==> src/kmp_pkg.sv <==
// kmp_pkg: shared constants, codes and handshake structs of the KMP stream matcher.
// No dependencies; used by kmp_walker and kmp_stream_matcher.
package kmp_pkg;

   // Pattern store depth and text index width
   localparam int PAT_MAX    = 32;
   localparam int POS_W      = 16;

   localparam int LEN_W      = $clog2(PAT_MAX + 1);
   localparam int IDX_W      = (PAT_MAX > 1) ? $clog2(PAT_MAX) : 1;
   localparam int POS_FULL_W = POS_W + 1;
   localparam int SYM_W      = 8;

   // Stream payload sizes
   localparam int REQ_DATA_W = ((SYM_W + POS_W + 7) / 8) * 8;
   localparam int REQ_USER_W = 2;
   localparam int RSP_BITS   = 1 + POS_FULL_W + LEN_W + 2;
   localparam int RSP_DATA_W = ((RSP_BITS + 7) / 8) * 8;

   // Request kinds (tuser bit 0)
   localparam logic CMD_PATTERN = 1'b0;
   localparam logic CMD_TEXT    = 1'b1;

   // Error codes
   localparam logic [1:0] ERR_NONE     = 2'd0;
   localparam logic [1:0] ERR_PAT_LONG = 2'd1;
   localparam logic [1:0] ERR_POS_OVF  = 2'd2;

   typedef struct packed {
      logic             start;
      logic             append;
      logic [LEN_W-1:0] len;
      logic [LEN_W-1:0] k;
      logic [SYM_W-1:0] sym;
   } walk_req_type;

   typedef struct packed {
      logic             done;
      logic [LEN_W-1:0] ext;
   } walk_rsp_type;

endpackage

==> src/kmp_walker.sv <==
// kmp_walker: pattern store, failure table and the shared compare unit that
// follows failure links one step per cycle. Depends on kmp_pkg.
module kmp_walker (
   input  logic                  clock,
   input  logic                  reset,
   input  kmp_pkg::walk_req_type walk_req,
   output kmp_pkg::walk_rsp_type walk_rsp
);

   typedef enum logic [1:0] {W_IDLE, W_LINK, W_CMP} walk_state_type;

   walk_state_type state_ff, state_in;
   logic [kmp_pkg::LEN_W-1:0] k_ff, k_in;
   logic [kmp_pkg::LEN_W-1:0] rd_addr;

   logic [kmp_pkg::SYM_W-1:0] store_mem [kmp_pkg::PAT_MAX];
   logic [kmp_pkg::LEN_W-1:0] fail_mem  [kmp_pkg::PAT_MAX + 1];
   logic [kmp_pkg::SYM_W-1:0] store_q_ff;
   logic [kmp_pkg::LEN_W-1:0] fail_q_ff;

   logic store_we, fail_we;
   kmp_pkg::walk_rsp_type rsp;

   always_comb begin
      state_in = state_ff;
      k_in     = k_ff;
      rd_addr  = k_ff;
      store_we = 1'b0;
      rsp      = '0;
      case (state_ff)
         W_IDLE: begin
            rd_addr = walk_req.append ? walk_req.len : walk_req.k;
            if (walk_req.start) begin
               if (walk_req.append) begin
                  store_we = 1'b1;
                  if (walk_req.len == '0) begin
                     rsp.done = 1'b1;
                  end else begin
                     state_in = W_LINK;
                  end
               end else begin
                  k_in     = walk_req.k;
                  state_in = W_CMP;
               end
            end
         end
         W_LINK: begin
            // fetched link of the current prefix length; walk from there
            rd_addr  = fail_q_ff;
            k_in     = fail_q_ff;
            state_in = W_CMP;
         end
         W_CMP: begin
            rd_addr = fail_q_ff;
            if (k_ff >= walk_req.len) begin
               rsp.done = 1'b1;
            end else if (store_q_ff == walk_req.sym) begin
               rsp.done = 1'b1;
               rsp.ext  = k_ff + kmp_pkg::LEN_W'(1);
            end else if (k_ff == '0) begin
               rsp.done = 1'b1;
            end else begin
               k_in = fail_q_ff;
            end
            if (rsp.done) begin
               state_in = W_IDLE;
            end
         end
         default: begin
            state_in = W_IDLE;
         end
      endcase
      fail_we = rsp.done && walk_req.append;
   end

   assign walk_rsp = rsp;

   always_ff @(posedge clock) begin
      if (reset) begin
         state_ff <= W_IDLE;
      end else begin
         state_ff <= state_in;
      end
      k_ff <= k_in;
   end

   // single-port style stores, registered read
   always_ff @(posedge clock) begin
      if (store_we) begin
         store_mem[walk_req.len[kmp_pkg::IDX_W-1:0]] <= walk_req.sym;
      end
      if (fail_we) begin
         fail_mem[walk_req.len + kmp_pkg::LEN_W'(1)] <= rsp.ext;
      end
      store_q_ff <= store_mem[rd_addr[kmp_pkg::IDX_W-1:0]];
      fail_q_ff  <= fail_mem[rd_addr];
   end

   a_cmp_in_prefix: assert property (@(posedge clock) disable iff (reset)
      (state_ff == W_CMP) |-> (k_ff < walk_req.len))
      else $error("walk index left the loaded prefix");

   a_start_when_idle: assert property (@(posedge clock) disable iff (reset)
      walk_req.start |-> (state_ff == W_IDLE))
      else $error("walk started while busy");

endmodule

==> src/kmp_stream_matcher.sv <==
// kmp_stream_matcher: top level of the streaming Knuth-Morris-Pratt matcher.
// Depends on kmp_pkg and kmp_walker.
//
// Usage: load the pattern with tuser[0]=0 requests (tuser[1]=1 clears the old
// pattern first), then stream text with tuser[0]=1 (tuser[1]=1 restarts at
// start_index). Each request returns one response carrying the first match
// position (1-based, 0 while none), the loaded pattern length and an error
// code for that request only. Once a match is seen or tlast has been taken,
// text is ignored until a restart or a pattern byte. The block handles one
// request at a time: a request that needs no walk (pattern full, closed
// search, position overflow, empty pattern) goes straight to the response
// state, while any other text or pattern byte first passes through the walk
// state. The walker has a single compare unit and registered-read pattern
// and failure memories, and follows one link per cycle. A finished response
// sits in an output register, so the next request is taken while it waits.
module kmp_stream_matcher (
   input  logic                            clock,
   input  logic                            reset,
   // request stream
   input  logic                            req_tvalid,
   output logic                            req_tready,
   input  logic [kmp_pkg::REQ_DATA_W-1:0]  req_tdata,  // symbol[7:0], start_index[23:8]
   input  logic [kmp_pkg::REQ_USER_W-1:0]  req_tuser,  // cmd[0], first[1]
   input  logic                            req_tlast,  // last text byte
   // response stream
   output logic                            rsp_tvalid,
   input  logic                            rsp_tready,
   output logic [kmp_pkg::RSP_DATA_W-1:0]  rsp_tdata   // match_found[0], match_pos[17:1],
                                                       // pattern_len[23:18], error_code[25:24]
);

   typedef enum logic [1:0] {S_IDLE, S_WALK, S_RESP} top_state_type;

   top_state_type state_ff, state_in;

   // matcher state
   logic [kmp_pkg::LEN_W-1:0]      len_ff, len_in;
   logic [kmp_pkg::LEN_W-1:0]      matched_ff, matched_in;
   logic [kmp_pkg::POS_FULL_W-1:0] pos_ff, pos_in;
   logic                           closed_ff, closed_in;
   logic [kmp_pkg::POS_FULL_W-1:0] found_ff, found_in;
   logic [1:0]                     err_ff, err_in;

   // walker handshake
   kmp_pkg::walk_req_type walk_req_ff, walk_req_in;
   kmp_pkg::walk_rsp_type walk_rsp;

   // output register
   logic                           rsp_valid_ff, rsp_valid_in;
   logic [kmp_pkg::RSP_DATA_W-1:0] rsp_data_ff, rsp_data_in;

   // request decode
   logic                           cmd_bit, first_bit;
   logic [kmp_pkg::SYM_W-1:0]      sym;
   logic [kmp_pkg::POS_W-1:0]      start_idx;
   logic [kmp_pkg::LEN_W-1:0]      len_eff, matched_eff;
   logic [kmp_pkg::POS_FULL_W-1:0] pos_eff;
   logic                           closed_eff;

   assign cmd_bit   = req_tuser[0];
   assign first_bit = req_tuser[1];
   assign sym       = req_tdata[kmp_pkg::SYM_W-1:0];
   assign start_idx = req_tdata[kmp_pkg::SYM_W +: kmp_pkg::POS_W];

   assign req_tready = (state_ff == S_IDLE);
   assign rsp_tvalid = rsp_valid_ff;
   assign rsp_tdata  = rsp_data_ff;

   kmp_walker u_walker (
      .clock    (clock),
      .reset    (reset),
      .walk_req (walk_req_ff),
      .walk_rsp (walk_rsp)
   );

   always_comb begin
      state_in     = state_ff;
      len_in       = len_ff;
      matched_in   = matched_ff;
      pos_in       = pos_ff;
      closed_in    = closed_ff;
      found_in     = found_ff;
      err_in       = err_ff;
      walk_req_in  = walk_req_ff;
      walk_req_in.start = 1'b0;
      rsp_valid_in = rsp_valid_ff && !rsp_tready;
      rsp_data_in  = rsp_data_ff;

      len_eff     = first_bit ? '0 : len_ff;
      pos_eff     = first_bit ? kmp_pkg::POS_FULL_W'(start_idx) : pos_ff;
      matched_eff = first_bit ? '0 : matched_ff;
      closed_eff  = first_bit ? 1'b0 : closed_ff;

      case (state_ff)
         S_IDLE: begin
            if (req_tvalid) begin
               err_in = kmp_pkg::ERR_NONE;
               if (cmd_bit == kmp_pkg::CMD_PATTERN) begin
                  // any pattern byte reopens the search
                  len_in     = len_eff;
                  matched_in = '0;
                  closed_in  = 1'b0;
                  found_in   = '0;
                  if (len_eff >= kmp_pkg::LEN_W'(kmp_pkg::PAT_MAX)) begin
                     err_in   = kmp_pkg::ERR_PAT_LONG;
                     state_in = S_RESP;
                  end else begin
                     walk_req_in.start  = 1'b1;
                     walk_req_in.append = 1'b1;
                     walk_req_in.len    = len_eff;
                     walk_req_in.k      = '0;
                     walk_req_in.sym    = sym;
                     state_in           = S_WALK;
                  end
               end else begin
                  pos_in     = pos_eff;
                  matched_in = matched_eff;
                  closed_in  = closed_eff;
                  if (first_bit) begin
                     found_in = '0;
                  end
                  state_in = S_RESP;
                  if (!closed_eff) begin
                     if (pos_eff[kmp_pkg::POS_W]) begin
                        // position saturated at the top of the range
                        err_in = kmp_pkg::ERR_POS_OVF;
                     end else if (len_ff == '0) begin
                        found_in  = pos_eff + kmp_pkg::POS_FULL_W'(1);
                        closed_in = 1'b1;
                     end else begin
                        walk_req_in.start  = 1'b1;
                        walk_req_in.append = 1'b0;
                        walk_req_in.len    = len_ff;
                        walk_req_in.k      = matched_eff;
                        walk_req_in.sym    = sym;
                        state_in           = S_WALK;
                     end
                  end
                  // last byte closes the search once it is handled
                  if (req_tlast) begin
                     closed_in = 1'b1;
                  end
               end
            end
         end
         S_WALK: begin
            if (walk_rsp.done) begin
               state_in = S_RESP;
               if (walk_req_ff.append) begin
                  len_in = walk_req_ff.len + kmp_pkg::LEN_W'(1);
               end else begin
                  pos_in = pos_ff + kmp_pkg::POS_FULL_W'(1);
                  if (walk_rsp.ext >= len_ff) begin
                     // full match: start = new position - length + 1
                     found_in   = pos_ff + kmp_pkg::POS_FULL_W'(2)
                                  - kmp_pkg::POS_FULL_W'(len_ff);
                     closed_in  = 1'b1;
                     matched_in = '0;
                  end else begin
                     matched_in = walk_rsp.ext;
                  end
               end
            end
         end
         S_RESP: begin
            if (!rsp_valid_ff || rsp_tready) begin
               rsp_valid_in = 1'b1;
               rsp_data_in  = kmp_pkg::RSP_DATA_W'({err_ff, len_ff, found_ff,
                                                    (found_ff != '0)});
               state_in     = S_IDLE;
            end
         end
         default: begin
            state_in = S_IDLE;
         end
      endcase
   end

   always_ff @(posedge clock) begin
      if (reset) begin
         state_ff     <= S_IDLE;
         len_ff       <= '0;
         matched_ff   <= '0;
         pos_ff       <= '0;
         closed_ff    <= 1'b0;
         found_ff     <= '0;
         walk_req_ff  <= '0;
         rsp_valid_ff <= 1'b0;
      end else begin
         state_ff     <= state_in;
         len_ff       <= len_in;
         matched_ff   <= matched_in;
         pos_ff       <= pos_in;
         closed_ff    <= closed_in;
         found_ff     <= found_in;
         walk_req_ff  <= walk_req_in;
         rsp_valid_ff <= rsp_valid_in;
      end
      err_ff      <= err_in;
      rsp_data_ff <= rsp_data_in;
   end

   a_done_in_walk: assert property (@(posedge clock) disable iff (reset)
      walk_rsp.done |-> (state_ff == S_WALK))
      else $error("walker finished outside a walk");

   a_matched_below_len: assert property (@(posedge clock) disable iff (reset)
      (matched_ff == '0) || (matched_ff < len_ff))
      else $error("match length not below pattern length");

   a_found_closes: assert property (@(posedge clock) disable iff (reset)
      (found_ff != '0) |-> closed_ff)
      else $error("match recorded with search still open");

   a_len_range: assert property (@(posedge clock) disable iff (reset)
      len_ff <= kmp_pkg::LEN_W'(kmp_pkg::PAT_MAX))
      else $error("pattern length beyond store");

endmodule

==> config.mk <==
export PLATFORM = sky130hd
export DESIGN_NAME = kmp_stream_matcher
export DESIGN_NICKNAME = d
export VERILOG_FILES = /design/src/kmp_pkg.sv /design/src/kmp_walker.sv /design/src/kmp_stream_matcher.sv
export SDC_FILE = /design/constraint.sdc
export NUM_CORES = 1
export LEC_CHECK = 0
export BUFFER_PORTS_ARGS = -buffer_cell sky130_fd_sc_hd__buf_2
export CAP_MARGIN = 15
export CELL_PAD_IN_SITES_DETAIL_PLACEMENT = 1
export CELL_PAD_IN_SITES_GLOBAL_PLACEMENT = 1
export CORE_ASPECT_RATIO = 0.6
export CORE_UTILIZATION = 30
export CTS_BUF_LIST = sky130_fd_sc_hd__clkbuf_16
export DETAILED_ROUTE_END_ITERATION = 10
export GPL_TIMING_DRIVEN = 0
export PLACE_DENSITY = 0.58
export SYNTH_ARGS = -nofsm -noshare
export SYNTH_HDL_FRONTEND = slang
export SYNTH_HIERARCHICAL = 1
export SYNTH_SLANG_ARGS = --single-unit
==> constraint.sdc <==
create_clock -name clock -period 5.06 [get_ports clock]
set_clock_uncertainty 0.15 [all_clocks]
set_input_delay 1.518 -clock clock [delete_from_list [all_inputs] [get_ports clock]]
set_output_delay 1.518 -clock clock [all_outputs]
set_load 0.005 [all_outputs]
[After elaboration in Yosys (flattened, before gate mapping)]
Memory sizes are Yosys's and may differ from the RTL's. A register that Yosys moved wholly into a read port is not among the register bits.
Cells that the tools add are included.
Operators by class
  reductions and logical operators: 25
  muxes and demuxes: 91
  magnitude comparators: 3
  add/sub/neg operators: 6
  equality and inequality tests: 24
  bitwise logic cells: 2
Operator list (count)
  $mux 17: 14
  $mux 6: 20
  $mux 22: 5
  $pmux 17 s2: 2
  $pmux 6 s2: 3
  $add 17x1->17 const B: 2
  $ne 2x2->1 const B: 16
  $mux 2: 15
  $mux 1: 27
  $logic_not 6->1: 3
  $pmux 6 s3: 1
  $add 17x2->17 const B: 1
  $reduce_bool 17->1: 1
  $sub 17x6->17: 1
  $reduce_and 5->1: 3
  $add 6x1->6 const B: 2
  $ge 6x6->1: 2
  $pmux 2 s3: 2
  $reduce_and 6->1: 2
  $eq 8x8->1: 1
  $ge 6x6->1 const B: 1
  $reduce_and 3->1: 2
  $eq 2x1->1 const B: 2
  $eq 2x2->1 const B: 2
  14 further kinds: 21
Word-level totals
  register bits: 108
  output and inout bits: 34
  memories: 2
  RAM bits: 454
  word-level logic and storage cells: 169
  input bits: 31
Memory list
  u_walker.store_mem: words 32, width 8, read ports 1, clocked after memory_dff 1, write ports 1, RTL line kmp_walker.sv:16  | logic [kmp_pkg::SYM_W-1:0] store_mem [kmp_pkg::PAT_MAX];
  u_walker.fail_mem: words 33, width 6, read ports 1, clocked after memory_dff 1, write ports 1, RTL line kmp_walker.sv:17  | logic [kmp_pkg::LEN_W-1:0] fail_mem [kmp_pkg::PAT_MAX + 1];

[Longest topological paths before layout]
  depth in word-level cells: 9
  gate-level depth with buffers: 18
  depth with buffers taken out: 17

[By module]
The synthesis kept the hierarchy.
By module, submodules not included
  kmp_walker: area an instance 20106.8 um2, cells an instance 1395, seq. area each 14133.6 um2, instances 1
  kmp_stream_matcher: area an instance 6122.1 um2, cells an instance 691, seq. area each 2282.2 um2, instances 1

[Worst setup path before layout]
OpenSTA, ideal clock, no wires.
  path type: input port to flip-flop
  start: input port req_tuser[1] (netlist name)
  end: register found_ff[16] (netlist name)
  library setup time: 0.091 ns
  setup slack: 0.321 ns
  arrival time: 4.498 ns
  path buffers: 4
  stages: 14
  required time: 4.819 ns
  cells stage by stage: buf_6 > clkbuf_8 > clkbuf_1 > clkbuf_1 > nand2_1 > o21ai_0 > ha_1 > nand4b_1 > a222oi_1 > nand2_1 > o41ai_1 > and3_1 > a21oi_1 > a311oi_1
On the way
  word-level cells in the longest chain between the ends: 8
  elaborated cells between the ends (all ways): 10
  those cells by class: add/sub: 1; mux: 9
RTL lines
  start: declaration: RTL line kmp_stream_matcher.sv:23  | input logic [kmp_pkg::REQ_USER_W-1:0] req_tuser,
  $mux 17: RTL line kmp_stream_matcher.sv:90  | pos_eff = first_bit ? kmp_pkg::POS_FULL_W'(start_idx) : pos_ff;
  $add 17x1->17: RTL line kmp_stream_matcher.sv:128  | found_in = pos_eff + kmp_pkg::POS_FULL_W'(1);
  $mux 17: RTL line kmp_stream_matcher.sv:127  | end else if (len_ff == '0) begin
  $mux 17: RTL line kmp_stream_matcher.sv:124  | if (pos_eff[kmp_pkg::POS_W]) begin
  $mux 17 *: RTL line kmp_stream_matcher.sv:123  | if (!closed_eff) begin
  $mux 17 *: RTL line kmp_stream_matcher.sv:98  | if (cmd_bit == kmp_pkg::CMD_PATTERN) begin
  $mux 17 *: RTL line kmp_stream_matcher.sv:96  | if (req_tvalid) begin
  $pmux 17 s2 *: RTL line kmp_stream_matcher.sv:94  | case (state_ff)
  end signal: assignment: RTL line kmp_stream_matcher.sv:195  | found_ff <= found_in;
  end: declaration: RTL line kmp_stream_matcher.sv:41  | logic [kmp_pkg::POS_FULL_W-1:0] found_ff, found_in;
Every way passes the cells marked *; elsewhere a longest branch is shown, timed or not. The select of a mux whose other input is x is not followed.
A chain may end at the register's enable or synchronous reset.

[Worst setup path after layout]
  start: input port req_tuser[1] (netlist name)
  end: register found_ff[10] (netlist name)
Same word-level chain as after synthesis.

==> impl_metrics.py <==
metrics = {
    "status": {
        "outcome": "complete, no violations",
    },
    "timing": {
        "rsz0062_at_grt": "no",
        "hold_viol": 0,
        "setup_ws_ns": 0.1324,
        "maxSlewHeadroom": 0.1186,
        "fmax_ghz": 0.2029,
        "setup_viol": 0,
        "fin_crit_sh": 0.9738,
        "tightest_slew_ns": 1.316,
        "period_needed_ns": 4.928,
        "drv_slew": 0,
    },
    "synthesis": {
        "synth_fa_ha_area_frac": 0.02748,
        "ys_ff_latch": 576,
        "ys.flop_type": "edfxtp_1",
        "synthMuxAreaShare": 0.05705,
        "ys_top_cells_by_count": "edfxtp_1 (488), nand2_1 (249), nor2_1 (134)",
        "synth_edf_count": 488,
        "synth_top_area_cell": "edfxtp_1",
        "ys_seq_area_frac": 0.6259,
        "synth_top_family_by_area": "simple AND/OR/NAND/NOR gates",
        "synth_xor_area_frac": 0.01503,
        "synth.area.top_cells": "edfxtp_1 (56%), dfxtp_1 (6.7%), mux2i_1 (4.2%)",
        "yosys.area_share.simple": 0.1221,
        "synth-compound-area-share": 0.1140,
        "synth_cells": 2086,
        "netlist.area_leader.share": 0.5587,
        "synth.most_common_cell": "edfxtp_1",
        "synth_area_um2": 26230,
        "async_flop_share": 0,
        "avgSynthCellArea_um2": 12.57,
        "ys_types": 88,
        "yosys_warnings": 6,
    },
    "routing": {
        "dr_total_vias": 18880,
        "wl_per_cell_um": 27.28,
        "viasPerCell": 5.476,
        "first_pass_iters": 7,
        "drtIter0Drc": 2074,
        "ant_nets": 0,
        "finalWirelength_um": 94050,
        "route.detailed.drc": 0,
    },
    "clocking": {
        "cts.clk_slew.worst_paths_ns": 0.06,
        "cts_max_path_buffers": 3,
        "numClockSinks": 576,
        "cts_buffers": 58,
        "tritoncts": "built",
        "postCtsHoldBufs": 0,
        "htree_levels": 2,
        "clockRootBuffer": "clkbuf_16",
        "clk_latency_ns": 0.65,
    },
    "global_routing": {
        "grt_pass1_wl_um": 133900,
        "grt_max_degree": 35,
        "grt_util_all_layers": 0.2094,
        "antenna_found_initial": 8,
        "gr-total-overflow": 0,
        "grt_pass1_vias": 18720,
    },
    "pwr": {
        "peakVddDrop_mv": 0.2145,
        "p_leak_nw": 9.987,
        "powerDensity_nw_per_um2": 392.5,
    },
    "critical_path": {
        "cp_max_fo": 10,
        "required_ns": 5.38,
        "end_kind": "flip-flop",
        "r2r-start": "walk_req_ff[6]$_SDFFE_PP0P_",
        "startpoint": "req_tuser[1]",
        "crit_type": "in2reg",
        "startpoint_type": "input port",
        "cp.arrival_ns": 5.25,
    },
    "die": {
        "start_util": 0.3047,
        "coreArea_um2": 86090,
        "ios": 65,
        "die-area_um2": 88650,
        "die_w_um": 383.7,
        "die_h_um": 231.0,
        "num_rows": 83,
    },
    "hold_path": {
        "hp-start": "err_ff[1]$_SDFFCE_PP0P_",
        "hold_path_class": "reg2reg",
    },
    "placed_design": {
        "gp_congestion": 0.9709,
        "port_buffers": 58,
        "placed_area_um2": 28440,
        "hpwl_um": 69590,
        "dpl_worst_slack_ns": -1.131,
    },
    "flow_run": {
        "cap_violations": 0,
    },
    "layout": {
        "area_delta_synth_final_pct": 15.43,
        "final_nets": 2338,
        "layout-drive-gt1-share": 0.1514,
        "stdcell_area_um2": 30280,
    },
}
[kinds of logic (layout without fill, tap and decap cells)]
group           Yosys count  in the layout
compound gates          425            425
buf+inv                 171            377
simple gates            666            667
other cells               1              9
mux                     145            145
fa+ha+maj                57             57
flops                   576            576
xor+xnor                 45             45
[timing repair]
action / in CTS / in global routing
cloned: 1 / 0
gates resized for setup: 10 / 9
buffers inserted: 3 / 1
setup endpoints to repair: 54 / 33
pin swaps: 4 / 1
[final cells by class]
class,count,area (µm²)
Timing Repair Buffer,99,716.9
Buffer,127,845.8
Fill cell,9209,55810
Inverter,43,161.4
Sequential cell,576,16430
Tap cell,1147,1435
Antenna cell,3,7.507
Multi-Input combinational cell,1345,8967
Clock inverter,50,262.8
Clock buffer,58,1451
[metrics by stage]
step                      cells  utilization  hold slack, ns  setup TNS, ns  power (W)
after floorplan            2091            -          0.2503              0   0.006854
after global placement     3296       0.3249          0.2546        -199.43   0.007778
after detailed placement   3327       0.3303          0.2580         -32.24   0.007866
after CTS                  3438       0.3508          0.2720              0    0.01190
after global routing       3445       0.3516          0.2745              0    0.01226
final                      3448       0.3517          0.2705              0    0.01188
[worst paths after layout]
check                                    to  slack [ns]  depth (start not counted)
setup reg to reg  found_ff[15]$_SDFFE_PP0P_        0.36                         13
setup / recovery  found_ff[10]$_SDFFE_PP0P_        0.13                         15
hold / removal      rsp_tdata[25]$_DFFE_PP_        0.27                          0
hold reg to reg     rsp_tdata[25]$_DFFE_PP_        0.27                          0
[flip-flops by register name (all words and copies together) (netlist names)]
register / flops
state_ff: 2
walk_req_ff: 22
closed_ff: 1
u_walker/k_ff: 6
pos_ff: 17
u_walker/fail_mem: 198
rsp_tdata: 26
err_ff: 2
u_walker/fail_q_ff: 6
rsp_tvalid: 1
u_walker/state_ff: 2
matched_ff: 6
u_walker/store_q_ff: 8
found_ff: 17
len_ff: 6
u_walker/store_mem: 256
[worst max-delay path: stages]
cell      delay [ns]
buf_2           0.16
buf_6           0.18
clkbuf_8        0.20
clkbuf_1        0.39
clkbuf_2        0.35
nand2_1         0.07
o21ai_0         0.26
ha_1            0.32
nand4b_1        0.17
a222oi_1        0.38
buf_4           0.21
nand2_1         0.07
xnor2_1         0.14
o311ai_0        0.67
a211oi_1        0.15
[routing by layer]
| layer | vias up | GRT usage | share of wire |
|---|---|---|---|
| met5 | - | 0 | 0.00029 |
| met4 | 4 | 0.04607 | 0.018 |
| met3 | 109 | 0.07101 | 0.12 |
| met2 | 836 | 0.2622 | 0.37 |
| met1 | 9664 | 0.3338 | 0.50 |
| li1 | 8269 | - | - |
[report_power, final]
| group | leakage (nW) | internal (W) | switching, W |
|---|---|---|---|
| clock | 0.901 | 0.00213 | 0.00189 |
| sequential | 4.94 | 0.00525 | 0.000157 |
| combinational | 4.14 | 0.000783 | 0.00167 |
[placed cells by master, fill, tap and decap left out, types with 16 or more instances in the layout]
master and count:
a31oi_1 42, a21oi_1 72, mux2i_1 111, buf_2 116, a211oi_1 85, o22ai_1 28, clkinv_1 19, nor2b_1 23
nand3_1 59, nor2_1 126, nand4_1 30, and2_1 46, nor3_1 19, ha_1 56, xnor2_1 31, a2111oi_0 16
buf_4 35, o21ai_0 46, mux2_2 28, inv_1 57, nand2_1 249, clkbuf_1 28, dfxtp_1 82, clkbuf_16 58
nor4_1 32, edfxtp_1 488
(Power assumes the default switching activity.)
